## config.mk

```make
export PLATFORM = sky130hd
export DESIGN_NAME = uampq_max_unit
export DESIGN_NICKNAME = d
export VERILOG_FILES = /design/src/rtl/uampq_pkg.sv /design/src/rtl/uampq_max_unit.sv
export SDC_FILE = /design/constraint.sdc
export NUM_CORES = 1
export LEC_CHECK = 0
export BUFFER_PORTS_ARGS = -buffer_cell sky130_fd_sc_hd__buf_2
export CORE_UTILIZATION = 48
export DETAILED_ROUTE_END_ITERATION = 12
export PLACE_DENSITY = 0.8
export SLEW_MARGIN = 10
export SYNTH_ARGS = -nofsm -noshare
export SYNTH_HDL_FRONTEND = slang
export SYNTH_SLANG_ARGS = --single-unit
```

## constraint.sdc

```tcl
create_clock -name clk -period 4 [get_ports clk]
set_input_delay 0.4 -clock clk [delete_from_list [all_inputs] [get_ports clk]]
set_output_delay 0.4 -clock clk [all_outputs]
set_load 0.02 [all_outputs]
```

## src/rtl/uampq_pkg.sv

```systemverilog
// shared types and constants for the unsorted-store max priority queue
// no dependencies; imported by the compare unit, the top level, the checker and the testbench

package uampq_pkg;

    localparam int VALUE_W = 32;
    localparam int OCC_W   = 11;

    localparam logic CMD_INSERT = 1'b0;
    localparam logic CMD_REMOVE = 1'b1;

    typedef enum logic [1:0]
    {
        STATUS_OK    = 2'd0,
        STATUS_FULL  = 2'd1,
        STATUS_EMPTY = 2'd2
    } status_t;

    typedef struct packed
    {
        logic valid;
        logic first;
    } sample_ctl_t;

endpackage

```

## src/rtl/uampq_max_unit.sv

```systemverilog
// signed compare unit tracking the running maximum and its index
// depends on uampq_pkg for the sample control struct and the value width

module uampq_max_unit #(
    parameter int IDX_W = 10
) (
    input  logic                        clk,
    input  uampq_pkg::sample_ctl_t      ctl,
    input  logic [IDX_W-1:0]            idx,
    input  logic [uampq_pkg::VALUE_W-1:0] data,
    output logic [uampq_pkg::VALUE_W-1:0] best_val,
    output logic [IDX_W-1:0]            best_idx
);

    import uampq_pkg::*;

    logic [VALUE_W-1:0] best_val_reg;
    logic [IDX_W-1:0]   best_idx_reg;
    logic               take;

    // strict greater-than keeps the lowest index on ties
    assign take = ctl.valid && (ctl.first || ($signed(data) > $signed(best_val_reg)));

    always_ff @(posedge clk)
    begin
        if (take)
        begin
            best_val_reg <= data;
            best_idx_reg <= idx;
        end
    end

    assign best_val = best_val_reg;
    assign best_idx = best_idx_reg;

endmodule

```

==> reports/results.ini <==
[outcome]
status = complete, no violations

[floorplanning]
start_util_pct = 51.6
core_mm2 = 0.00414
num_rows = 23
die-area_mm2 = 0.00472
die_h_um = 68.7
pin_count = 87
die_w_um = 68.7

[sta]
rsz0062_at_grt = false
finClkSkew_ns = 0.00663
slew_headroom_pct = 58.9
hold_violations = 0
finalCritPeriodShare_pct = 67.6
report.final.setup_viol = 0
worst_slew_pin_slew_ns = 0.614
fin_tns_setup_ns = 0
max_freq_ghz = 0.370
worst_slack_ns = 1.30
finalCriticalPeriod_ns = 2.70
slew_viol_final = 0

[run]
maxCapViolCount = 0

[setup_path]
cp_slowest_cell = a211oi_4
worstPathCellList = inv_1, ha_1, nand4_2, nor4_2, a21boi_2, o31ai_1, a211oi_4, buf_12
crit_fanout = 33
worst_ep_arrival_time_ns = 2.69
cp.required_ns = 3.99
cp-end-kind = register
cpPeakStageDelay_ns = 0.58
critPathKind = register to register
start_kind = register

[yosys]
ys_warn_count = 0
yosysTopAreaCell = edfxtp_1
syn_avg_cell_area_um2 = 13.4
ys_types = 27
yosys.area.top_type_share_pct = 59.0
synth_commonest_cells = 42 x edfxtp_1, 32 x ha_1, 32 x inv_1, 13 x a21oi_1, 8 x nand2_1
synth_area_leaders = edfxtp_1 59%, ha_1 19%, inv_1 5.6%, a21oi_1 3.0%, nand4_1 1.5%
synthCells = 159
ys.flop_type = edfxtp_1
ys_ff_latch = 42
async_reset_ff_share_pct = 0
synth_enable_flop_cells = 42
synth.most_common_cell = edfxtp_1
syn_nets = 236
synth_area_mm2 = 0.00214
seq_area_frac_synth_pct = 59.0

[power_and_ir_drop]
sw_frac_of_total_pct = 26.9
power_density_mw_per_mm2 = 397
cellInternalPower_uw = 803
max-vdd-ir-drop_v = 0.000280
pwr-share-clk_pct = 29.9
seq_power_share_pct = 49.5
combPwrFrac_pct = 20.6
leakage_nw = 1.33
power.net_switching_uw = 295

[cells_and_area]
fin_area_mm2 = 0.00276
stdcell_count = 304
final_core_util_pct = 66.7
nNetsFinal = 330
largest_reg_flops = 32
area_growth_pct = 29.3
fillCellCount = 349
drive_gt1_share_pct = 39.4
antenna_cells = 0

[grt]
grt_overflow_total = 0
grt_pass1_vias = 1415
grt_pass1_wl_mm = 6.17
grt_max_degree = 34
track_usage_pct = 18.3
antenna_found_initial = 0

[route]
drcViolationCount = 0
vias_per_cell = 5.01
vias = 1524
wl_per_cell_um = 13.3
ant_nets = 0
wl_mm = 4.05
drt_iter0_drc = 126
dr.pass1.iters = 4

[clock_network]
cts_sinks = 42
cts_tree = yes
cts_resized = 0
cts-root-buf = clkbuf_8
htree_levels = 2
cts_hold_buf = 0
post_cts_buffers = 0
cts_buffers = 5
clkTransAtPathRegs_ns = 0.08
clock_latency_ns = 0.29
clockBufferDepth = 2

[place]
dp_hpwl_mm = 3.23
pre_cts_ws_ns = 1.16
gp_congestion = 0.777
port_buffers = 86
place_area_mm2 = 0.00266
dp_cells = 296

[worst_hold_path]
min_path_type = input pin to register

worst max-delay path: cells and delay by family, from the launching register on:
kind / cells / cell delay, ns
simple gates: 2 / 0.48
compound gates: 3 / 0.89
buf+inv: 2 / 0.34
fa+ha+maj: 1 / 0.32
flops: 1 / 0.36
layer usage:
| metal | global-route usage [%] | part of all wire [%] | up-vias |
|---|---|---|---|
| met4 | 8.16 | 1.4 | 0 |
| met5 | 0 | 0 | - |
| met2 | 27.8 | 47 | 58 |
| met3 | 4.77 | 6.9 | 5 |
| li1 | - | - | 769 |
| met1 | 24.5 | 45 | 692 |
cells in the final DEF (no fill, tap or decap), drive strengths merged:
master | Yosys | final
a21boi | 1 | 1
a211oi | 2 | 2
a2bb2oi | 1 | 1
nand4 | 7 | 7
inv | 32 | 32
nor4 | 2 | 2
o31ai | 1 | 1
a21oi | 13 | 13
a21o | 1 | 1
clkbuf | 0 | 7
o211ai | 1 | 1
bufinv | 0 | 1
ha | 32 | 32
o21ai | 3 | 3
buf | 0 | 87
nand3 | 4 | 4
edfxtp | 42 | 42
a221o | 1 | 1
nor2 | 3 | 3
nor2b | 1 | 1
and4b | 1 | 1
nand2 | 8 | 8
a221oi | 1 | 1
o21a | 1 | 1
nor3 | 1 | 1
layout make-up:
cell class | instances | area, um2 | share of cell area (%)
Multi-Input combinational cell | 85 | 763 | 27.6
Clock buffer | 7 | 76.3 | 2.76
Timing Repair Buffer | 87 | 450 | 16.3
Inverter | 32 | 120 | 4.35
Sequential cell | 42 | 1260 | 45.6
Tap cell | 50 | 62.6 | 2.26
Clock inverter | 1 | 30.0 | 1.09
path summary, 6_finish.rpt:
path	startpoint	endpoint	slack [ns]	depth (start not counted)
setup / recovery	best_val[14]$_DFFE_PP_	best_val[15]$_DFFE_PP_	1.30	8
hold reg to reg	best_val[0]$_DFFE_PP_	best_val[2]$_DFFE_PP_	1.12	6
setup reg to reg	best_val[14]$_DFFE_PP_	best_val[15]$_DFFE_PP_	1.30	8
hold / removal	idx[6]	best_idx[6]$_DFFE_PP_	0.27	1
kinds of logic (layout without fill, tap and decap cells):
| kind of cell | after synthesis | after routing | synth area share [%] |
|---|---|---|---|
| flops | 42 | 42 | 59.0 |
| fa+ha+maj | 32 | 32 | 18.7 |
| buf+inv | 32 | 127 | 5.62 |
| simple gates | 27 | 27 | 8.72 |
| compound gates | 26 | 26 | 7.90 |
stage by stage:
stage          hold slack (ns)  power [mW]
2_1_floorplan            0.499       0.694
3_3_place_gp             0.577       0.774
3_5_place_dp             0.578       0.781
4_1_cts                  0.263        1.11
5_1_grt                  0.264        1.15
6_report                 0.275        1.10
power groups by stage:
stage	Clock, mW	Combinational, mW	Sequential [mW]
after floorplan	0	0.0937	0.600
after global placement	0	0.221	0.553
after detailed placement	0	0.228	0.553
after CTS	0.337	0.229	0.544
after global routing	0.346	0.253	0.548
final	0.328	0.227	0.543
(Power assumes the default switching activity.)
